**src/rtl/lsh_pkg.sv**
```systemverilog
// lsh_pkg: shared types and constants of the 3x3 Laplacian sharpening core.
// No dependencies; imported by the channel interfaces and every rtl module but lsh_ram.
package lsh_pkg;

   localparam int PIX_W       = 8;
   localparam int CFG_W       = 11;
   localparam int CSR_IDX_W   = 2;
   localparam int LINE_WORD_W = 2 * PIX_W;

   localparam logic [CFG_W-1:0] WIDTH_RESET  = 11'd640;
   localparam logic [CFG_W-1:0] HEIGHT_RESET = 11'd480;

   // floor(s/3) for s <= 765 as (s * 683) >> 11
   localparam int RGB_SUM_W   = 10;
   localparam int GRAY_PROD_W = 20;
   localparam int GRAY_RECIP  = 683;
   localparam int GRAY_SHIFT  = 11;

   // kernel weights
   localparam int CENTRE_WEIGHT = 40;
   localparam int EDGE_WEIGHT   = 10;
   localparam int KSUM_W        = 14;
   localparam int PIX_MAX       = 255;

   typedef enum logic [CSR_IDX_W-1:0] {
      CSR_IMAGE_WIDTH  = 2'd0,
      CSR_IMAGE_HEIGHT = 2'd1
   } csr_index_type;

   // per-item control carried from the scan stage to the kernel stage
   typedef struct packed {
      logic emit;
      logic last;
      logic up_ok;
      logic dn_ok;
      logic lf_ok;
      logic rt_ok;
   } item_flags_type;

endpackage

```
**src/rtl/lsh_scan.sv**
```systemverilog
// lsh_scan: frame size registers, raster position counters, gray conversion and
// per-item edge flags. Depends on lsh_pkg.
module lsh_scan import lsh_pkg::*; #(
   parameter int MAX_WIDTH  = 1024,
   parameter int MAX_HEIGHT = 1024,
   localparam int COL_W = $clog2(MAX_WIDTH),
   localparam int ROW_W = $clog2(MAX_HEIGHT + 2)
) (
   input  logic                 clock,
   input  logic                 reset,
   input  logic                 advance,
   input  logic [PIX_W-1:0]     red,
   input  logic [PIX_W-1:0]     green,
   input  logic [PIX_W-1:0]     blue,
   input  logic                 csr_wr_en,
   input  logic [CSR_IDX_W-1:0] csr_index,
   input  logic [CFG_W-1:0]     csr_wr_data,
   output logic [COL_W-1:0]     col,
   output logic [PIX_W-1:0]     gray,
   output item_flags_type       flags
);

   localparam int MAX_A = (CFG_W > COL_W) ? CFG_W : COL_W;
   localparam int CMP_W = ((MAX_A > ROW_W) ? MAX_A : ROW_W) + 1;

   logic [CFG_W-1:0] width_ff, width_in;
   logic [CFG_W-1:0] height_ff, height_in;
   logic [COL_W-1:0] col_ff, col_in;
   logic [ROW_W-1:0] row_ff, row_in;

   logic [CMP_W-1:0]       w_ext, h_ext, w_eff, h_eff, c_ext, r_ext;
   logic [RGB_SUM_W-1:0]   rgb_sum;
   logic [GRAY_PROD_W-1:0] gray_prod;

   always_comb begin
      w_ext = CMP_W'(width_ff);
      h_ext = CMP_W'(height_ff);
      if (w_ext == '0) begin
         w_eff = CMP_W'(1);
      end else if (w_ext > CMP_W'(MAX_WIDTH)) begin
         w_eff = CMP_W'(MAX_WIDTH);
      end else begin
         w_eff = w_ext;
      end
      if (h_ext == '0) begin
         h_eff = CMP_W'(1);
      end else if (h_ext > CMP_W'(MAX_HEIGHT)) begin
         h_eff = CMP_W'(MAX_HEIGHT);
      end else begin
         h_eff = h_ext;
      end
      c_ext = CMP_W'(col_ff);
      r_ext = CMP_W'(row_ff);
   end

   always_comb begin
      rgb_sum   = RGB_SUM_W'(red) + RGB_SUM_W'(green) + RGB_SUM_W'(blue);
      gray_prod = GRAY_PROD_W'(rgb_sum) * GRAY_PROD_W'(GRAY_RECIP);
      if (r_ext < h_eff) begin
         gray = gray_prod[GRAY_SHIFT +: PIX_W];
      end else begin
         gray = '0;
      end
   end

   // centre lies one row up and one column left; at column 0 it wraps to the
   // end of the row two up
   always_comb begin
      flags.emit = (r_ext >= CMP_W'(2)) || ((r_ext == CMP_W'(1)) && (c_ext != '0));
      flags.last = (r_ext == h_eff + CMP_W'(1)) && (c_ext == '0);
      if (c_ext != '0) begin
         flags.up_ok = r_ext >= CMP_W'(2);
         flags.dn_ok = r_ext < h_eff;
         flags.lf_ok = c_ext >= CMP_W'(2);
         flags.rt_ok = 1'b1;
      end else begin
         flags.up_ok = r_ext >= CMP_W'(3);
         flags.dn_ok = r_ext <= h_eff;
         flags.lf_ok = w_eff >= CMP_W'(2);
         flags.rt_ok = 1'b0;
      end
   end

   always_comb begin
      width_in  = width_ff;
      height_in = height_ff;
      col_in    = col_ff;
      row_in    = row_ff;
      if (csr_wr_en) begin
         case (csr_index)
            CSR_IMAGE_WIDTH: begin
               width_in = csr_wr_data;
               col_in   = '0;
               row_in   = '0;
            end
            CSR_IMAGE_HEIGHT: begin
               height_in = csr_wr_data;
               col_in    = '0;
               row_in    = '0;
            end
            default: begin
            end
         endcase
      end else if (advance) begin
         if (flags.last) begin
            col_in = '0;
            row_in = '0;
         end else if (c_ext + CMP_W'(1) >= w_eff) begin
            col_in = '0;
            row_in = row_ff + ROW_W'(1);
         end else begin
            col_in = col_ff + COL_W'(1);
         end
      end
   end

   always_ff @(posedge clock) begin
      if (reset) begin
         width_ff  <= WIDTH_RESET;
         height_ff <= HEIGHT_RESET;
         col_ff    <= '0;
         row_ff    <= '0;
      end else begin
         width_ff  <= width_in;
         height_ff <= height_in;
         col_ff    <= col_in;
         row_ff    <= row_in;
      end
   end

   assign col = col_ff;

endmodule

```
**config.mk**
```make
export PLATFORM = sky130hd
export DESIGN_NAME = lsh_scan
export DESIGN_NICKNAME = d
export VERILOG_FILES = /design/src/rtl/lsh_pkg.sv /design/src/rtl/lsh_scan.sv
export SDC_FILE = /design/constraint.sdc
export NUM_CORES = 1
export LEC_CHECK = 0
export ABC_AREA = 1
export BUFFER_PORTS_ARGS = -buffer_cell sky130_fd_sc_hd__buf_4
export CORE_MARGIN = 5
export CORE_UTILIZATION = 46
export DETAILED_ROUTE_END_ITERATION = 8
export PLACE_DENSITY = 0.69
export SKIP_LAST_GASP = 1
export SYNTH_ARGS = -nofsm -noshare
export SYNTH_HDL_FRONTEND = slang
export SYNTH_SLANG_ARGS = --single-unit
export TNS_END_PERCENT = 5
```
**constraint.sdc**
```tcl
create_clock -name clock -period 30.5 [get_ports clock]
set_clock_uncertainty 0.1 [all_clocks]
set_input_delay 7.625 -clock clock [delete_from_list [all_inputs] [get_ports clock]]
set_output_delay 7.625 -clock clock [all_outputs]
set_load 0.005 [all_outputs]
```
-- After elaboration in Yosys (flattened, before gate mapping)
Index checks and enable logic that the tools add are counted.
- memories: 0
- latch bits: 0
- bits in registers: 43
- bits in writable memories: 0
- bits in read-only memories: 0
- shifts and indexed selects: 0
- $mul: 1
- muxes and demuxes: 16
- reductions and logical operators: 15
- div/mod/pow operators: 0
- magnitude comparators: 9
- equal/unequal tests: 4
- bitwise operators: 0
- add/sub/neg operators: 6
- operators by type and width (cell ; number):
    two-way mux 11 bit ; 9
    two-way mux 10 bit ; 5
    >= comparator 11 x 2 -> 1 bit (second input constant) ; 2
    > comparator 11 bit (second input constant) ; 2
    zero test 11 bit ; 2
    multiplier 10 x 10 -> 19 bit (second input constant) ; 1
    adder 12 x 1 -> 12 bit (second input constant) ; 1
    == test 11 x 12 -> 1 bit ; 1
    >= comparator 11 x 12 -> 1 bit ; 1
    >= comparator 12 x 2 -> 1 bit (second input constant) ; 1
    <= comparator 11 x 12 -> 1 bit ; 1
    zero test 12 bit ; 1
    less-than comparator 11 x 12 -> 1 bit ; 1
    nonzero test 12 bit ; 1
    adder 10 x 1 -> 11 bit (second input constant) ; 1
    adder 11 x 1 -> 11 bit (second input constant) ; 1
    == test 11 x 1 -> 1 bit (second input constant) ; 1
    adder 10 x 1 -> 10 bit (second input constant) ; 1
    adder 9 x 8 -> 10 bit ; 1
    >= comparator 10 x 2 -> 1 bit (second input constant) ; 1
    adder 8 x 8 -> 9 bit ; 1
    two-way mux 8 bit ; 1
    AND reduction 2 bit ; 3
    two-way mux 4 bit ; 1
    other kinds (9) ; 10

-- Depth between registers and ports, before layout
Gate-level depths: netlist (run 1).
- depth after elaboration: 9
- depth in mapped cells: 32
- depth with buffers taken out: 32

-- Worst setup path before layout (run 1)
No wires, ideal clock.
- path type: input to output
- start point: in red[1]
- end point: out gray[6]
- setup slack: 9.541 ns
- stages on the path: 31
- data required time: 22.775 ns
- arrival time: 13.234 ns
- path buffers: 0
- path through: inv_1 > fa_1 > inv_1 > ha_1 > inv_1 > fa_1 > o21ai_0 > a21oi_1 > nor2_1 > nor3_1 > nor2_1 > ha_1 > ha_1 > inv_1 > fa_1 > inv_1 > fa_1 > inv_1 > fa_1 > inv_1 > ha_1 > nand2_1 > inv_1 > a21oi_1 > o221ai_1 > a21oi_1 > o31ai_1 > a31oi_1 > nand2_1 > nand2_1 > nor2_1
- longest elaborated chain between the ends: 4
- ends and longest elaborated chain (element ; RTL line ; RTL):
    start: declaration ; lsh_scan.sv:12 ; input logic [PIX_W-1:0] red,
    adder 8 x 8 -> 9 bit ; lsh_scan.sv:57 ; rgb_sum = RGB_SUM_W'(red) + RGB_SUM_W'(green) + RGB_SUM_W'(blue);
    adder 9 x 8 -> 10 bit ; lsh_scan.sv:57 ;
    multiplier 10 x 10 -> 19 bit ; lsh_scan.sv:58 ; gray_prod = GRAY_PROD_W'(rgb_sum) * GRAY_PROD_W'(GRAY_RECIP);
    two-way mux 8 bit ; lsh_scan.sv:59 ; if (r_ext < h_eff) begin
    end: declaration ; lsh_scan.sv:19 ; output logic [PIX_W-1:0] gray,
No other way between the ends.

-- Worst setup path in the final report (run 1)
- start point: in green[1]
- end point: out gray[6]
- longest elaborated chain between the ends: 4
- ends and longest elaborated chain (element ; RTL line ; RTL):
    start: declaration ; lsh_scan.sv:13 ; input logic [PIX_W-1:0] green,
    adder 8 x 8 -> 9 bit ; lsh_scan.sv:57 ;
    adder 9 x 8 -> 10 bit ; lsh_scan.sv:57 ;
    multiplier 10 x 10 -> 19 bit ; lsh_scan.sv:58 ;
    two-way mux 8 bit ; lsh_scan.sv:59 ;
No other way between the ends.

==> results.toml, run 1 <==
[critical_path]
crit_path_start_kind = "input pin"
cp.required_ps = 22780
r2r_start = "width_ff[4]"
critPathArrivalTime_ps = 13890
end_kind = "primary output"
slowest_delay_ps = 530
worst_path_dominant_cell_family = "adder cells"
path_class = "input pin to primary output"
reg2reg_depth = 20
path_buf_inv = 10
worst-path-stages = 33
critPathLaunch = "green[1]"
crit_top_cell = "inv_1"
crit_slowest_cell = "fa_1"
cp_max_fo = 4

[global_routing]
grt_use_met1_pct = 24.2
grt_pass1_wl_mm = 22.3
grt_use_met2_pct = 32.2
grtUsageTotal_pct = 18.3
grt_pass1_vias = 4865
antenna_found_initial = 0
grt_max_degree = 33
grt_busiest_layer = "met2"
grt_overflow = 0
grtUsageMet3_pct = 1.93

[clock_tree]
h-tree-depth = 2
cts_buffer_depth = 2
root_buffer = "clkbuf_16"
cts-resized-gates = 0
clock_sinks = 43
cts_tree = "yes"
clk_pin_slew_ps = 60
cts_buffers = 5
clk_latency_ps = 280
postCtsSetupRepairBufs = 0
cts_hold_buf = 0

[placed_design]
io_buffer_count = 64
routabilityCongestion = 0.871
place_hpwl_mm = 10.8

[drt]
drc = 0
via_count = 5189
dr.pass1.iters = 4
vias_per_cell = 5.22
wirelength_mm = 12.9
antenna_left = 0
drt_iter0_markers = 198
wire_per_inst_um = 13.0

[sta]
max_slew_margin_pct = 41.0
rsz0062_at_grt = "no"
drv_slew = 0
setup_tns_ps = 0
finalCritPeriodShare_pct = 70.9
period_minus_slack_ps = 21620
finalHoldViolations = 0
fmax_mhz = 46.3
setup_viol = 0
whs_ps = 367
tightest_slew_ps = 884

[logic_synthesis]
synthesis.nets = 953
synth_flop_cell = "dfxtp_1"
synth_seq_cells = 43
ys_types = 40
synth-edff-count = 0
async_flop_share_pct = 0
yosysWarningCount = 0
syn_inst = 788
synthesis.area_mm2 = 0.00557
syn_area_per_cell_um2 = 7.07
synth-seq-area-share_pct = 15.5

[final_layout]
syn_to_final_growth_pct = 14.1
final_common_cell = "nand2_1"
drive_above_1_share_pct = 9.80
mostFrequentLayoutCells = "140 x nand2_1, 131 x inv_1, 94 x ha_1"
final_nets = 1011
diodes = 0

[hold_path]
min_path_cells = 2
min_from = "width_ff[0]"
hold_class = "register to register"

[floorplan]
rows = 40
core_mm2 = 0.0120
die_w_um = 120
die_height_um = 120
initial_utilization_pct = 46.6
die_area_mm2 = 0.0144
io-pin-count = 65

[flow_run]
maxCapViolations = 0

[run_status]
status = "finished clean"
## cells in the mapped netlist (all sizes together) (8+ instances only)
cell type	count	area share, %
dfxtp	43	15
nor2	82	5.7
fa	30	11
ha	94	21
nand3	50	4.6
xnor2	8	1.3
inv	132	8.9
o21ai	33	3.2
nand2	142	9.7
nor3	12	1.1
a21oi	65	5.8
clkbuf	9	0.61
xor2	20	3.1
nand3b	13	1.8
nand4	23	3.0
## worst register-to-register path: cells and delay by family (launching register included)
kind | cells | cell delay (ps)
buffers and inverters | 2 | 140
DFF | 1 | 330
adders and majority gates | 1 | 220
and+or+nand+nor | 10 | 1120
AOI/OAI and AO/OA | 7 | 1560
## path summary, 6_finish.rpt
| kind | endpoint | slack, ps |
|---|---|---|
| hold / removal | width_ff[0] | 370 |
| setup / recovery | gray[6] | 8880 |
| setup reg to reg | row_ff[5] | 26920 |
| hold reg to reg | width_ff[0] | 370 |
## layout make-up
class,count,area [µm²]
fill,1203,5600
multi-input combinational,597,4140
sequential,43,861
inverter,135,507
timing repair buffer,64,480
tap,147,184
clock buffer,5,125
clock inverter,3,67.6
## sequential cells by signal, summed over array words and instances (netlist names)
name,count
height_ff,11
row_ff,11
width_ff,11
col,10
## kinds of logic after synthesis
| kind of cell | count (synthesis) | synth area share (%) |
|---|---|---|
| multiplexers | 1 | 0.180 |
| flip-flops | 43 | 15.5 |
| AO/OA/AOI/OAI | 114 | 11.1 |
| adder cells (fa/ha/maj) | 124 | 31.9 |
| buffers and inverters | 148 | 10.3 |
| AND/OR/NAND/NOR | 330 | 26.6 |
| XOR/XNOR | 28 | 4.40 |
## layer usage
layer	up-vias	part of all wire [%]
met1	2355	47
met5	-	0
met4	0	1.8
met2	107	48
li1	2711	-
met3	16	3.7
## through the flow
stage,setup slack (ps),std cells,utilization (%),area [µm²]
finish,8880,994,53.2,6360
floorplan,9540,788,-,5570
CTS,8850,994,53.2,6360
global route,8290,994,53.2,6360
global placement,9040,986,51.6,6170
detailed placement,8880,986,51.6,6170
Power of run 1 is not shown: default switching activity piles up to over one toggle a cycle in this logic, so the estimate is an artifact.
==> inputs of run 2 (changes only) <==
- PLACE_DENSITY: 0.69 -> 0.72
- clock period: 30.5 -> 17.6 ns (I/O delays scaled with it)
==> results.toml, run 2 (synthesis gave the netlist of run 1 again) <==
[final_layout]
reg_top3 = "height_ff: 11 flops, row_ff: 11 flops, width_ff: 11 flops"
mostFrequentLayoutCells = "140 x nand2_1, 131 x inv_1, 94 x ha_1"
final_nets = 1011
fin_util_pct = 52.7
final_common_cell = "nand2_1"
syn_to_final_growth_pct = 13.2
drive_above_1_share_pct = 9.68
diodes = 0

[global_routing]
grt_busiest_layer = "met2"
antenna_found_initial = 0
grt_use_met1_pct = 25.1
grt_overflow = 0
grt_max_degree = 33
grt_pass1_wl_mm = 22.2
grtUsageMet3_pct = 2.07
grt_use_met2_pct = 31.3
grtUsageTotal_pct = 18.2
grt_pass1_vias = 4844

[critical_path]
rrSetupSlack_ps = 13990
reg2reg_depth = 20
crit_path_start_kind = "input pin"
crit_slowest_cell = "fa_1"
cp_max_fo = 4
cp.required_ps = 13100
critPathArrivalTime_ps = 10690
path_class = "input pin to primary output"
slowest_delay_ps = 530
r2r-end = "row_ff[5]"
end_kind = "primary output"
r2r_start = "width_ff[4]"
crit_top_cell = "inv_1"

[drt]
wirelength_mm = 13.0
vias_per_cell = 5.12
antenna_left = 0
drt_iter0_markers = 294
drc = 0
wire_per_inst_um = 13.1
dr.pass1.iters = 4
via_count = 5091

[floorplan]
initial_utilization_pct = 46.6
io-pin-count = 65
die_w_um = 120
core_mm2 = 0.0120
rows = 40
die_height_um = 120
die_area_mm2 = 0.0144

[clock_tree]
h-tree-depth = 2
clk_latency_ps = 290
cts_buffer_depth = 2
postCtsSetupRepairBufs = 0
root_buffer = "clkbuf_16"
cts-resized-gates = 0
clock_sinks = 43
cts_hold_buf = 0
cts_tree = "yes"
clk_pin_slew_ps = 60
cts_buffers = 5

[placed_design]
routabilityCongestion = 0.951
io_buffer_count = 64
place_hpwl_mm = 10.9
dp_slack_ps = 2410

[hold_path]
min_from = "width_ff[3]"
min_path_cells = 2
holdPathEnd = "width_ff[3]"
hold_class = "register to register"

[sta]
period_minus_slack_ps = 15190
fmax_mhz = 65.8
setup_tns_ps = 0
drv_slew = 0
rsz0062_at_grt = "no"
whs_ps = 383
finalHoldViolations = 0
setup_ws_ps = 2410
tightest_slew_ps = 873
finalCritPeriodShare_pct = 86.3
max_slew_margin_pct = 41.7
setup_viol = 0

[run_status]
status = "finished clean"

[flow_run]
maxCapViolations = 0
run 2: worst max path at each step:
stage	start	end	slack, ps	cells past startpoint
floorplan	red[1]	gray[6]	3090	31
global placement	red[1]	gray[6]	2580	33
detailed placement	red[1]	gray[6]	2410	33
CTS	red[1]	gray[6]	2370	33
global route	red[1]	gray[6]	1890	33
finish	red[1]	gray[6]	2410	33
run 2: worst max-delay path, delay by kind of cell:
| family | cells | cell delay (ps) |
|---|---|---|
| AO/OA/AOI/OAI | 7 | 1360 |
| adder cells (fa/ha/maj) | 9 | 3470 |
| buffers and inverters | 10 | 610 |
| AND/OR/NAND/NOR | 7 | 800 |
run 2: area by class of cell:
class	count	area, µm²
clock buffer	6	129
clock inverter	2	12.5
fill	1197	5650
inverter	135	507
multi-input combinational	597	4140
sequential	43	861
tap	147	184
timing repair buffer	64	480
run 2: metal layers:
metal  vias up  share of wire (%)
li1       2698                  -
met1      2296                 49
met2        89                 47
met3         8                3.8
met4         0               0.68
met5         -                  0
run 2: per-stage QoR:
| stage | std cells | area (µm²) |
|---|---|---|
| 6_report | 994 | 6310 |
| 5_1_grt | 994 | 6310 |
| 4_1_cts | 994 | 6310 |
| 3_5_place_dp | 986 | 6170 |
| 3_3_place_gp | 986 | 6170 |
| 2_1_floorplan | 788 | 5570 |
Power of run 2 is left out for the same reason.
