$ cat src/rtl/lsh_pkg.sv
// lsh_pkg: shared types and constants of the 3x3 Laplacian sharpening core.
// No dependencies; imported by the channel interfaces and every rtl module but lsh_ram.
package lsh_pkg;

   localparam int PIX_W       = 8;
   localparam int CFG_W       = 11;
   localparam int CSR_IDX_W   = 2;
   localparam int LINE_WORD_W = 2 * PIX_W;

   localparam logic [CFG_W-1:0] WIDTH_RESET  = 11'd640;
   localparam logic [CFG_W-1:0] HEIGHT_RESET = 11'd480;

   // floor(s/3) for s <= 765 as (s * 683) >> 11
   localparam int RGB_SUM_W   = 10;
   localparam int GRAY_PROD_W = 20;
   localparam int GRAY_RECIP  = 683;
   localparam int GRAY_SHIFT  = 11;

   // kernel weights
   localparam int CENTRE_WEIGHT = 40;
   localparam int EDGE_WEIGHT   = 10;
   localparam int KSUM_W        = 14;
   localparam int PIX_MAX       = 255;

   typedef enum logic [CSR_IDX_W-1:0] {
      CSR_IMAGE_WIDTH  = 2'd0,
      CSR_IMAGE_HEIGHT = 2'd1
   } csr_index_type;

   // per-item control carried from the scan stage to the kernel stage
   typedef struct packed {
      logic emit;
      logic last;
      logic up_ok;
      logic dn_ok;
      logic lf_ok;
      logic rt_ok;
   } item_flags_type;

endpackage

$ cat src/rtl/lsh_kernel.sv
// lsh_kernel: 3x3 window registers and the clamped Laplacian sum.
// Depends on lsh_pkg.
module lsh_kernel import lsh_pkg::*; (
   input  logic             clock,
   input  logic             reset,
   input  logic             shift_en,
   input  logic [PIX_W-1:0] top_in,
   input  logic [PIX_W-1:0] mid_in,
   input  logic [PIX_W-1:0] gray_in,
   input  item_flags_type   flags,
   output logic [PIX_W-1:0] pixel
);

   // only the taps the cross-shaped kernel touches are kept
   logic [PIX_W-1:0] top_last_ff, mid_last_ff, mid_prev_ff, gray_last_ff;

   logic [KSUM_W-1:0] pos_sum, neg_sum, diff;

   always_comb begin
      pos_sum = KSUM_W'(mid_last_ff) * KSUM_W'(CENTRE_WEIGHT);
      neg_sum = '0;
      if (flags.up_ok) begin
         neg_sum = neg_sum + KSUM_W'(top_last_ff) * KSUM_W'(EDGE_WEIGHT);
      end
      if (flags.dn_ok) begin
         neg_sum = neg_sum + KSUM_W'(gray_last_ff) * KSUM_W'(EDGE_WEIGHT);
      end
      if (flags.lf_ok) begin
         neg_sum = neg_sum + KSUM_W'(mid_prev_ff) * KSUM_W'(EDGE_WEIGHT);
      end
      if (flags.rt_ok) begin
         neg_sum = neg_sum + KSUM_W'(mid_in) * KSUM_W'(EDGE_WEIGHT);
      end
      diff = pos_sum - neg_sum;
      if (neg_sum >= pos_sum) begin
         pixel = '0;
      end else if (diff > KSUM_W'(PIX_MAX)) begin
         pixel = PIX_W'(PIX_MAX);
      end else begin
         pixel = diff[PIX_W-1:0];
      end
   end

   always_ff @(posedge clock) begin
      if (reset) begin
         top_last_ff  <= '0;
         mid_last_ff  <= '0;
         mid_prev_ff  <= '0;
         gray_last_ff <= '0;
      end else if (shift_en) begin
         top_last_ff  <= top_in;
         mid_last_ff  <= mid_in;
         mid_prev_ff  <= mid_last_ff;
         gray_last_ff <= gray_in;
      end
   end

endmodule

$ cat config.mk
export PLATFORM = sky130hd
export DESIGN_NAME = lsh_kernel
export DESIGN_NICKNAME = d
export VERILOG_FILES = /design/src/rtl/lsh_pkg.sv /design/src/rtl/lsh_kernel.sv
export SDC_FILE = /design/constraint.sdc
export NUM_CORES = 1
export LEC_CHECK = 0
export BUFFER_PORTS_ARGS = -buffer_cell sky130_fd_sc_hd__buf_4
export CORE_MARGIN = 3
export CORE_UTILIZATION = 60
export CTS_CLUSTER_SIZE = 14
export DETAILED_ROUTE_END_ITERATION = 7
export PLACE_DENSITY = 0.85
export SLEW_MARGIN = 25
export SYNTH_ARGS = -nofsm -noshare
export SYNTH_HDL_FRONTEND = slang
export SYNTH_SLANG_ARGS = --single-unit
$ cat constraint.sdc
create_clock -name clock -period 18.04 [get_ports clock]
set_clock_uncertainty 0.2 [all_clocks]
set_input_delay 4.51 -clock clock [delete_from_list [all_inputs] [get_ports clock]]
set_output_delay 4.51 -clock clock [all_outputs]
set_load 0.005 [all_outputs]
**Yosys cells after proc, flatten, opt, wreduce, memory -nomap -nowiden**

Cells that the tools add are included.

- Word-level logic and storage cells: 21
- Flip-flop bits (word level): 32
- Output and inout bits: 8

- $add $sub $neg: 4
- Mux-type cells: 6
- $lt $le $gt $ge: 2
- $mul: 5

Operators by type and width:

| kind | number |
|---|---|
| $mul 8x3->11 const B | 5 |
| $add 14x12->14 | 3 |
| $mux 14 | 3 |
| $mux 8 | 2 |
| $ge 14x14->1 | 1 |
| $gt 14x8->1 const B | 1 |
| $sub 14x14->14 | 1 |
| $mux 12 | 1 |

**Logic depth before layout (Yosys ltp)**

Gate-level depths: netlist of the first run.

- Word-level depth: 12
- Gate-level depth with buffers: 36
- Depth with buffers taken out: 36

**Worst setup path before layout of the first run**

Ideal clock, no wire load.

- Kind: input-to-output
- From: input flags[3] in the netlist's numbering
- To: output pixel[1]
- Data required time: 13.330 ns
- Stages on the path: 30
- Path buffers: 1
- Arrival: 10.200 ns
- Setup slack: 3.130 ns
- Cells stage by stage: clkbuf_1 > and2_1 > ha_1 > fa_1 > a21o_1 > a21o_1 > xor2_1 > nand2_1 > o21ai_0 > ha_1 > nand3_1 > o211ai_1 > nor2_1 > xnor2_1 > mux2_2 > ha_1 > or2_2 > o311a_1 > nor2_1 > o21ai_1 > a41oi_1 > mux2_2 > ha_1 > nor3_1 > a21oi_1 > o311ai_1 > and3_1 > o2111ai_1 > a211oi_4 > a21oi_1

- Word-level cells in the longest chain between the ends: 11
- Elaborated cells between the ends (all ways): 12
- Classes of those cells: add/sub (4); order compare (2); mux (6)

Ends and longest elaborated chain:

| what | line | RTL |
|---|---|---|
| from (decl) | lsh_kernel.sv:10 | `input item_flags_type flags,` |
| $mux 12 (*) | lsh_kernel.sv:22 | `if (flags.up_ok) begin` |
| $add 14x12->14 | lsh_kernel.sv:26 | `neg_sum = neg_sum + KSUM_W'(gray_last_ff) * KSUM_W'(EDGE_WEIGHT);` |
| $mux 14 (*) | lsh_kernel.sv:25 | `if (flags.dn_ok) begin` |
| $add 14x12->14 | lsh_kernel.sv:29 | `neg_sum = neg_sum + KSUM_W'(mid_prev_ff) * KSUM_W'(EDGE_WEIGHT);` |
| $mux 14 (*) | lsh_kernel.sv:28 | `if (flags.lf_ok) begin` |
| $add 14x12->14 | lsh_kernel.sv:32 | `neg_sum = neg_sum + KSUM_W'(mid_in) * KSUM_W'(EDGE_WEIGHT);` |
| $mux 14 (*) | lsh_kernel.sv:31 | `if (flags.rt_ok) begin` |
| $sub 14x14->14 | lsh_kernel.sv:34 | `diff = pos_sum - neg_sum;` |
| $gt 14x8->1 | lsh_kernel.sv:37 | `end else if (diff > KSUM_W'(PIX_MAX)) begin` |
| $mux 8 | lsh_kernel.sv:37 |  |
| $mux 8 (*) | lsh_kernel.sv:35 | `if (neg_sum >= pos_sum) begin` |
| to (decl) | lsh_kernel.sv:11 | `output logic [PIX_W-1:0] pixel` |

Every way passes the cells marked *; elsewhere a longest branch is shown, timed or not.

**Worst setup path after layout of the first run**

- From: input flags[3] in the netlist's numbering
- To: output pixel[3]

The elaborated chain is that of the path after synthesis.

==> reports/metrics.cfg, run 1 <==
[sta]
hold_viol = 0
rsz0062_at_grt = no
fmax_mhz = 62.7
period_needed_ns = 15.94
final-setup-viol-count = 0
relSlewSlack_pct = 63.0
drv_slew = 0
finalCritPeriodShare_pct = 88.4
tns_ns = 0
worst_pin_slew_ns = 0.541
worst_slack_ns = 2.10

[routing]
drc_errors = 0
vias_per_cell = 6.04
drt_iter0_markers = 175
finalWirelength_mm = 12.5
drt_pass1_iterations = 5
ant_nets = 0
vias = 4631
wire_per_inst_um = 16.2

[critical_path]
startpoint = flags[3]
cp_slowest_cell = fa_1
reg2reg_setup_slack_ns = 17.10
crit_required_ns = 13.33
critPathMaxStageDelay_ns = 0.42
critPathArrivalTime_ns = 11.23
path_max_fanout = 15
cpMostUsedCell = ha_1
critPathKind = input port to output port
critPathCaptureType = output port
ff2ff_path_depth = 2
start_kind = input port
worstReg2RegStart = mid_last_ff[7]
cp-endpoint = pixel[3]
reg2reg_to = mid_last_ff[7]

[worst_hold_path]
hp-class = register to register

[clocking]
cts_hold_buf = 0
clock_path_buffers = 2
cts_resized = 0
cts_setup_buffers = 0
cts_tree = yes
path_clk_slew_ns = 0.07
root_buffer = clkbuf_8
clock-sinks = 32
cts_buffers = 5
htreeDepth = 2
clk_latency_ns = 0.29

[global_route]
grt_antenna_before_repair = 0
grt_overflow_total = 0
grt_max_degree = 33
grt_pass1_vias = 4598
grt_pass1_wl_mm = 21.5
grt_use_total_pct = 26.1

[final_layout]
seqCellArea_um2 = 641
layout-drive-gt1-share_pct = 11.2
diodes = 0
layout.nets = 808
syn_to_final_growth_pct = 8.31
multiInputGateArea_um2 = 4350
fill_cells = 661

[yosys]
synthCells = 631
syn_nets = 777
netlist_area_um2 = 5220
synth_top_area_share_pct = 25.1
syn_area_per_cell_um2 = 8.28
ys_ff_latch = 32
synth-edff-count = 0
async_flop_share_pct = 0
synthTopCellsByArea = ha_1 25%, dfxtp_1 12%, mux2i_1 7.3%
synth_area_leader_cell = ha_1
yosys_warnings = 0
synth_cell_types = 63
yosys_most_used_dff = dfxtp_1
ys_seq_area_share_pct = 12.3

[run_status]
status = finished clean

[die]
core_um2 = 8340
die_h_um = 99.3
initial_core_util_pct = 62.6
io_pins = 41
die_area_um2 = 9860
die_w_um = 99.3
row_count = 33

[placement]
dp_hpwl_mm = 10.3
gp_congestion = 0.901
dpl_worst_slack_ns = 2.23
port_buffers = 38

[power]
cellLeakagePower_nw = 2.93
irDropWorstVdd_mv = 0.0542
powerDensity_nw_per_um2 = 71.4
fin_total_pwr_mw = 0.404

[flow_run]
drv_cap = 0

## how the worst min path moves through the flow
| stage | startpoint | endpoint | slack (ns) | cells past startpoint |
|---|---|---|---|---|
| 3_3_place_gp | mid_prev_ff[6] | mid_prev_ff[6] | 0.32 | 2 |
| 6_report | gray_last_ff[5] | gray_last_ff[5] | 0.35 | 2 |
| 2_1_floorplan | mid_prev_ff[3] | mid_prev_ff[3] | 0.29 | 2 |
| 3_5_place_dp | top_last_ff[4] | top_last_ff[4] | 0.34 | 2 |
| 5_1_grt | top_last_ff[4] | top_last_ff[4] | 0.38 | 2 |
| 4_1_cts | top_last_ff[4] | top_last_ff[4] | 0.35 | 2 |
## flip-flops by register name, indices dropped and copies added, names as in the netlist
name,cells
gray_last_ff,8
mid_last_ff,8
mid_prev_ff,8
top_last_ff,8
## layer usage
layer | vias up | global-route usage (%) | share of wire (%)
li1 | 2341 | - | -
met1 | 2184 | 36.1 | 48
met2 | 91 | 44.3 | 48
met3 | 15 | 2.73 | 3.6
met4 | 0 | 4.94 | 1.0
met5 | - | 0 | 0
## cell usage after synthesis (8+ instances only)
master and instances:
clkbuf_1 9, nor2_1 58, nand3_1 10, nor2b_1 10, mux2i_1 38, o21ai_0 27
fa_1 8, a21oi_1 51, xor2_1 12, xnor2_1 41, o21ai_1 9, mux2_2 8
dfxtp_1 32, o21bai_1 15, nor3_1 10, a21o_1 19, o21a_1 13, inv_1 46
nand2_1 36, ha_1 105
## layout by cell type, fill, tap and decap left out, types with 2 or more instances in the layout
| cell | instances |
|---|---|
| dfxtp_1 | 32 |
| a21boi_0 | 2 |
| nand3_1 | 10 |
| a21o_1 | 19 |
| xnor2_1 | 41 |
| o21ai_1 | 9 |
| a2111oi_0 | 2 |
| ha_1 | 105 |
| nand3b_1 | 4 |
| mux2_2 | 8 |
| nand4_1 | 3 |
| and3_1 | 3 |
| clkbuf_8 | 5 |
| nor2_1 | 58 |
| o21a_1 | 13 |
| fa_1 | 8 |
| xor2_1 | 12 |
| o211ai_1 | 5 |
| a211oi_1 | 4 |
| a31oi_1 | 4 |
| o41ai_2 | 2 |
| a21oi_1 | 51 |
| and2_1 | 4 |
| nor2b_1 | 10 |
| a31oi_4 | 2 |
| nand2_1 | 36 |
| mux2i_1 | 38 |
| o21ai_0 | 27 |
| o21bai_1 | 15 |
| buf_4 | 38 |
| o32ai_1 | 2 |
| inv_1 | 46 |
| a211o_1 | 2 |
| or2_2 | 4 |
| nor3_1 | 10 |
## per-stage QoR
step / instances / cell area, um2 / utilization [%] / hold WS [ns]
after CTS: 767 / 5660 / 67.8 / 0.351
final: 767 / 5660 / 67.8 / 0.349
after global routing: 767 / 5660 / 67.8 / 0.377
after detailed placement: 760 / 5580 / 66.9 / 0.337
after global placement: 760 / 5580 / 66.9 / 0.320
after floorplan: 631 / 5220 / - / 0.294
## worst max-delay path: cells and delay by family
kind	cells	cell delay, ns
buf+inv	2	0.33
simple gates	8	1.37
compound gates	12	2.36
mux	2	0.66
xor+xnor	2	0.28
fa+ha+maj	5	1.70
## final cells by class
cell class,instances,share of cell area [%]
clock buffers,5,1.22
clock inverters,2,0.221
repair buffers,38,5.04
multi-input cells,539,76.8
flip-flops and latches,32,11.3
inverters,46,3.05
well taps,105,2.32
## where the power goes
part / switching (mW) / total, mW / leakage [nW] / internal [mW]
Sequential: 0.00489 / 0.0794 / 0.263 / 0.0745
Combinational: 0.151 / 0.271 / 2.63 / 0.120
Clock: 0.0275 / 0.0535 / 0.0400 / 0.0261
## kinds of logic (layout without fill, tap and decap cells)
kind of cell	Yosys count	after routing	synth area share [%]
flops	32	32	12.3
mux	46	46	9.01
compound gates	176	176	23.3
buf+inv	60	91	4.53
fa+ha+maj	113	113	28.2
simple gates	150	150	13.5
xor+xnor	54	54	9.20
Power figures use the tool's default switching activity.
==> run 2, diff against run 1 <==
==> constraint.sdc (replaced) <==
create_clock -name clock -period 18.04 [get_ports clock]
set_clock_uncertainty 0.2 [all_clocks]
set_input_delay 2.706 -clock clock [delete_from_list [all_inputs] [get_ports clock]]
set_output_delay 2.706 -clock clock [all_outputs]
set_load 0.005 [all_outputs]
==> run 2 against run 1 <==
Effect of this change: routed wire length rose by 0.90%; cell area rose by 0.80%; power grew 5.8%; fmax grew 30%; global-route usage rose by 0.29 points; utilization is 0.54 points higher; critical path type unchanged.
==> reports/metrics.cfg, run 2 (synthesis gave the netlist of run 1 again) <==
[routing]
finalWirelength_mm = 12.6  ; +0.90%
vias = 4737  ; +2.3%
vias_per_cell = 6.17  ; +2.2%
wire_per_inst_um = 16.4  ; +0.77%
drc_errors = 0  ; unchanged
ant_nets = 0  ; unchanged
drt_pass1_iterations = 5  ; unchanged
drt_iter0_markers = 311  ; +78%

[power]
clkPwrFrac_pct = 17.7  ; +4.4 points
fin_total_pwr_mw = 0.427  ; +5.8%
p_comb_share_pct = 63.7  ; -3.4 points
p_seq_share_pct = 18.6  ; -1.1 points
irDropWorstVdd_mv = 0.0556  ; +2.5%
swShare_pct = 43.1  ; -2.3 points
powerDensity_nw_per_um2 = 75.0  ; +5.0%
p_int_mw = 0.243  ; +10%
cellLeakagePower_nw = 2.96  ; +0.83%
switchingPower_mw = 0.184  ; +0.46%

[global_route]
grt_antenna_before_repair = 0  ; unchanged
grt_use_total_pct = 26.4  ; +0.29 points
grt_max_degree = 33  ; unchanged
grt_overflow_total = 0  ; unchanged
grt_pass1_wl_mm = 21.6  ; +0.54%
grt_pass1_vias = 4608  ; +0.22%

[critical_path]
cp_top_family = compound AO/OA/AOI/OAI gates
ff2ff_path_depth = 2  ; unchanged
path_max_fanout = 15  ; unchanged
worstReg2RegStart = mid_last_ff[7]
path_buf_inv = 2  ; unchanged
critPathMaxStageDelay_ns = 0.42  ; about the same
start_kind = input port
critPathCaptureType = output port
cp_slowest_cell = fa_1
crit_required_ns = 15.13  ; +1.80 ns
reg2reg_to = mid_prev_ff[7]
cpMostUsedCell = ha_1
critPathKind = input port to output port
critPathArrivalTime_ns = 9.40  ; -1.83 ns
reg2reg_setup_slack_ns = 17.08  ; -0.02 ns

[die]
die_w_um = 99.3  ; unchanged
row_count = 33  ; unchanged
io_pins = 41  ; unchanged
die_h_um = 99.3  ; unchanged
die_area_um2 = 9860  ; unchanged
core_um2 = 8340  ; unchanged
initial_core_util_pct = 62.6  ; unchanged

[sta]
rsz0062_at_grt = no
tns_ns = 0  ; unchanged
worst_pin_slew_ns = 0.538  ; -0.00351 ns
relSlewSlack_pct = 64.1  ; +1.2 points
final-setup-viol-count = 0  ; unchanged
drv_slew = 0  ; unchanged
hold_viol = 0  ; unchanged
period_needed_ns = 12.30  ; -3.64 ns
finalCritPeriodShare_pct = 68.2  ; -20 points
fmax_mhz = 81.3  ; +30%

[final_layout]
layout.nets = 808  ; unchanged
diodes = 0  ; unchanged
layout_commonest_cell = ha_1
final_cell_mix = 105 x ha_1, 58 x nor2_1, 51 x a21oi_1
syn_to_final_growth_pct = 9.17
layout-drive-gt1-share_pct = 11.3  ; +0.13 points
fin_area_um2 = 5700  ; +0.80%

[placement]
dpl_cell_area_um2 = 5580  ; unchanged
gp_congestion = 0.905  ; +0.41%
port_buffers = 38  ; unchanged
dp_hpwl_mm = 10.4  ; +0.88%

[worst_hold_path]
hp-class = register to register
hp-start = gray_last_ff[4]
hold_depth = 2  ; unchanged
worstHoldEndpoint = gray_last_ff[4]

[clocking]
clock_path_buffers = 2  ; unchanged
cts_resized = 0  ; unchanged
root_buffer = clkbuf_8
cts_setup_buffers = 0  ; unchanged
clock-sinks = 32  ; unchanged
path_clk_slew_ns = 0.07  ; about the same
cts_hold_buf = 0  ; unchanged
cts_tree = yes
htreeDepth = 2  ; unchanged
cts_buffers = 5  ; unchanged
clk_latency_ns = 0.29  ; about the same

[run_status]
status = finished clean

[flow_run]
drv_cap = 0  ; unchanged

## run 2: changes by cell type in the layout (fill, tap and decap cells not counted)
cell / previous run / this run
bufinv_16: 0 / 1
clkbuf_8: 5 / 7
clkinv_2: 1 / 0
clkinvlp_4: 1 / 0
## run 2: per-layer routing
metal	routed length, um	track usage, %	share of wire, %	vias up
met3	638	2.31	5.1	21
met1	5770	36.7	46	2231
li1	-	-	-	2347
met4	205	6.30	1.6	0
met5	0	0	0	-
met2	5950	44.3	47	138
## run 2: area by class of cell
type                            count  area, um2
Multi-Input combinational cell    539       4350
Timing Repair Buffer               38        285
Sequential cell                    32        641
Clock inverter                      1       30.0
Tap cell                          105        131
Clock buffer                        7       96.3
Fill cell                         630       2640
Inverter                           46        173
## run 2: power groups by stage
| stage | Sequential, mW | Clock, mW | Combinational [mW] |
|---|---|---|---|
| floorplan | 0.0790 | 0 | 0.204 |
| global placement | 0.0807 | 0 | 0.254 |
| detailed placement | 0.0809 | 0 | 0.267 |
| CTS | 0.0794 | 0.0768 | 0.269 |
| global route | 0.0800 | 0.0802 | 0.302 |
| finish | 0.0796 | 0.0757 | 0.272 |
## run 2: worst register-to-register path: cells and delay by family, from the launching register on
family | cells | cell delay, ns
flip-flops | 1 | 0.47
AND/OR/NAND/NOR | 1 | 0.11
multiplexers | 1 | 0.12
## run 2: worst max-delay path by stage
| stage | start | to | slack [ns] | cells past startpoint |
|---|---|---|---|---|
| 2_1_floorplan | flags[3] | pixel[1] | 6.74 | 30 |
| 3_3_place_gp | flags[3] | pixel[1] | 5.98 | 31 |
| 3_5_place_dp | flags[3] | pixel[1] | 5.77 | 33 |
| 4_1_cts | flags[3] | pixel[1] | 5.79 | 33 |
| 5_1_grt | flags[3] | pixel[1] | 5.27 | 33 |
| 6_report | flags[3] | pixel[1] | 5.74 | 33 |
## run 2: through the flow
| step | util [%] | hold slack [ns] | setup WS, ns | cells |
|---|---|---|---|---|
| after floorplan | - | 0.294 | 6.74 | 631 |
| after global placement | 66.9 | 0.323 | 5.98 | 760 |
| after detailed placement | 66.9 | 0.341 | 5.77 | 760 |
| after CTS | 68.4 | 0.354 | 5.79 | 768 |
| after global routing | 68.4 | 0.372 | 5.27 | 768 |
| final | 68.4 | 0.356 | 5.74 | 768 |
==> run 3, diff against run 2 <==
ABC_AREA = 1   (was unset)
CORE_UTILIZATION = 57   (was 60)
PLACE_DENSITY = 0.84   (was 0.85)
clock period = 10.9 ns   (was 18.04 ns; I/O delays follow)
==> run 3 against run 2 <==
Effect of this change: sequential power increased by 63%; sequential share of layout area down 0.31 points; worst setup slack worse by 4.2 ns; critical path depth increased by 10; combinational power is 64% higher; utilization is 3.0 points lower; routed wire length up 1.1%; synthesized cell count up 32%; cell count grew 29%; non-clock buffer count unchanged; critical endpoint is now pixel[3].
==> reports/metrics.cfg, run 3 <==
[sta]
finalCritPeriodShare_pct = 86.3
hold_viol = 0  ; unchanged
period_needed_ns = 9.40
tns_ns = 0  ; unchanged
relSlewSlack_pct = 34.7  ; -29 points
fmax_mhz = 106
worst_pin_slew_ns = 0.979  ; +0.441 ns
drv_slew = 0  ; unchanged
final-setup-viol-count = 0  ; unchanged
fin_hold_ws_ns = 0.292  ; -0.0643 ns
rsz0062_at_grt = no

[clocking]
clock-sinks = 32  ; unchanged
cts_resized = 0  ; unchanged
cts_buffers = 5  ; unchanged
cts_tree = yes
clock_path_buffers = 2  ; unchanged
cts_hold_buf = 0  ; unchanged
htreeDepth = 2  ; unchanged
path_clk_slew_ns = 0.07  ; about the same
clk_latency_ns = 0.29  ; about the same
cts_setup_buffers = 0  ; unchanged
root_buffer = clkbuf_8

[die]
die_area_um2 = 10700  ; +8.7%
die_w_um = 104  ; +4.2%
io_pins = 41  ; unchanged
row_count = 34  ; +3.0%
die_h_um = 104  ; +4.2%
core_um2 = 8980  ; +7.6%
initial_core_util_pct = 60.4  ; -2.2 points

[yosys]
synth_area_leader_cell = ha_1
ys_ff_latch = 32  ; unchanged
ys_seq_area_share_pct = 11.8  ; -0.45 points
netlist_area_um2 = 5420  ; +3.8%
synth_top_area_share_pct = 24.2  ; -0.92 points
yosys_most_used_dff = dfxtp_1
synthTopCellsByArea = ha_1 24%, nand2_1 16%, dfxtp_1 12%
synth-edff-count = 0  ; unchanged
async_flop_share_pct = 0  ; unchanged
syn_area_per_cell_um2 = 6.50  ; -21%
yosys_warnings = 0  ; unchanged
synthCells = 834  ; +32%
synth_most_common_cell = nand2_1
synth_commonest_cells = 233 x nand2_1, 105 x ha_1, 100 x inv_1
synth_cell_types = 40  ; -37%
syn_nets = 980  ; +26%

[critical_path]
crit_required_ns = 9.07  ; -6.06 ns
cp_slowest_cell = ha_1
reg2reg_setup_slack_ns = 9.94  ; -7.14 ns
reg2reg_to = mid_prev_ff[1]
startpoint = flags[3]
cpMostUsedCell = nand2_1
start_kind = input port
critPathArrivalTime_ns = 7.57  ; -1.83 ns
path_max_fanout = 11  ; -4
critPathMaxStageDelay_ns = 0.36  ; -0.06 ns
worstReg2RegStart = mid_prev_ff[1]
ff2ff_path_depth = 2  ; unchanged
critPathCaptureType = output port
critPathKind = input port to output port

[power]
powerDensity_nw_per_um2 = 115  ; +53%
irDropWorstVdd_mv = 0.118  ; +110%
cellLeakagePower_nw = 3.22  ; +9.0%

[global_route]
grt_antenna_before_repair = 0  ; unchanged
grt_use_total_pct = 23.7  ; -2.7 points
grt_max_degree = 34  ; +3.0%
grt_pass1_vias = 4754  ; +3.2%
grt_overflow_total = 0  ; unchanged
grt_pass1_wl_mm = 21.6  ; +0.16%

[final_layout]
syn_to_final_growth_pct = 8.22
multiInputGateArea_um2 = 4290  ; -1.3%
diodes = 0  ; unchanged
layout_commonest_cell = nand2_1
fill_cells = 826  ; +31%
seqCellArea_um2 = 641  ; unchanged
final_cell_mix = 233 x nand2_1, 105 x ha_1, 100 x inv_1
layout-drive-gt1-share_pct = 9.27  ; -2.0 points
layout.nets = 1008  ; +25%

[worst_hold_path]
hold_depth = 2  ; unchanged
hp-start = mid_prev_ff[6]
worstHoldEndpoint = mid_prev_ff[6]
hp-class = register to register

[routing]
drt_iter0_markers = 295  ; -5.1%
wire_per_inst_um = 12.8  ; -22%
ant_nets = 0  ; unchanged
drc_errors = 0  ; unchanged
drt_pass1_iterations = 5  ; unchanged
vias_per_cell = 5.35  ; -13%
finalWirelength_mm = 12.7  ; +1.1%
vias = 5290  ; +12%

[placement]
gp_congestion = 0.923  ; +2.0%
port_buffers = 38  ; unchanged
dp_hpwl_mm = 10.5  ; +0.99%

[flow_run]
drv_cap = 0  ; unchanged

[run_status]
status = finished clean

==> run 3: changes by cell type after synthesis, sizes merged, moves of 13 or more <==
cell   previous run  this run
a21o             20         4
a21oi            52        87
inv              46       105
mux2i            38         0
nand2            37       243
nand3            10        60
nor2             58        38
xnor2            41        18
xor2             13        26
==> run 3: cells by family (layout without fill, tap and decap cells) <==
kind of cell | Yosys count | count (layout) | synth area share [%]
xor gates and xnor gates | 44 | 44 | 7.11
buffers and inverters | 122 | 151 | 9.02
DFF | 32 | 32 | 11.8
adders and majority gates | 113 | 113 | 27.2
AOI/OAI and AO/OA | 148 | 148 | 15.0
and+or+nand+nor | 375 | 375 | 29.9
==> run 3: report_power, final <==
group	switching, mW	internal [mW]
logic	0.265	0.180
clock network	0.0465	0.0504
registers	0.00681	0.123
total	0.319	0.353
==> run 3: layout make-up <==
class / count / share of cell area (%)
Timing Repair Buffer: 38 / 4.86
Tap cell: 126 / 2.69
Clock inverter: 2 / 0.171
Clock buffer: 6 / 1.41
Inverter: 105 / 6.80
Sequential cell: 32 / 10.9
Multi-Input combinational cell: 680 / 73.1
==> run 3: worst max-delay path by stage <==
stage,end,slack [ns],cells past startpoint
5_1_grt,pixel[1],0.80,43
4_1_cts,pixel[3],1.57,43
3_3_place_gp,pixel[1],1.71,43
2_1_floorplan,pixel[1],2.44,41
3_5_place_dp,pixel[3],1.60,43
6_report,pixel[3],1.50,43
==> run 3: worst max-delay path, delay by kind of cell <==
family	cells	cell delay, ns
simple gates	22	2.21
compound gates	9	1.46
fa+ha+maj	4	1.41
buf+inv	6	0.54
xor+xnor	2	0.35
==> run 3: metal layers <==
metal / vias up / wire length [um] / track usage (%)
met1: 2346 / 6410 / 34.7
met5: - / 0 / 0
met4: 0 / 157 / 4.75
met2: 116 / 5480 / 37.0
met3: 14 / 656 / 3.36
li1: 2814 / - / -
==> run 3: per-stage QoR <==
step           util, %  area, um2  setup slack (ns)  std cells  total power, mW
2_1_floorplan        -       5420              2.44        834            0.465
3_3_place_gp      64.3       5770              1.71        981            0.561
3_5_place_dp      64.3       5770              1.60        981            0.569
4_1_cts           65.4       5870              1.57        989            0.669
5_1_grt           65.4       5870             0.804        989            0.739
6_report          65.4       5870              1.50        989            0.672
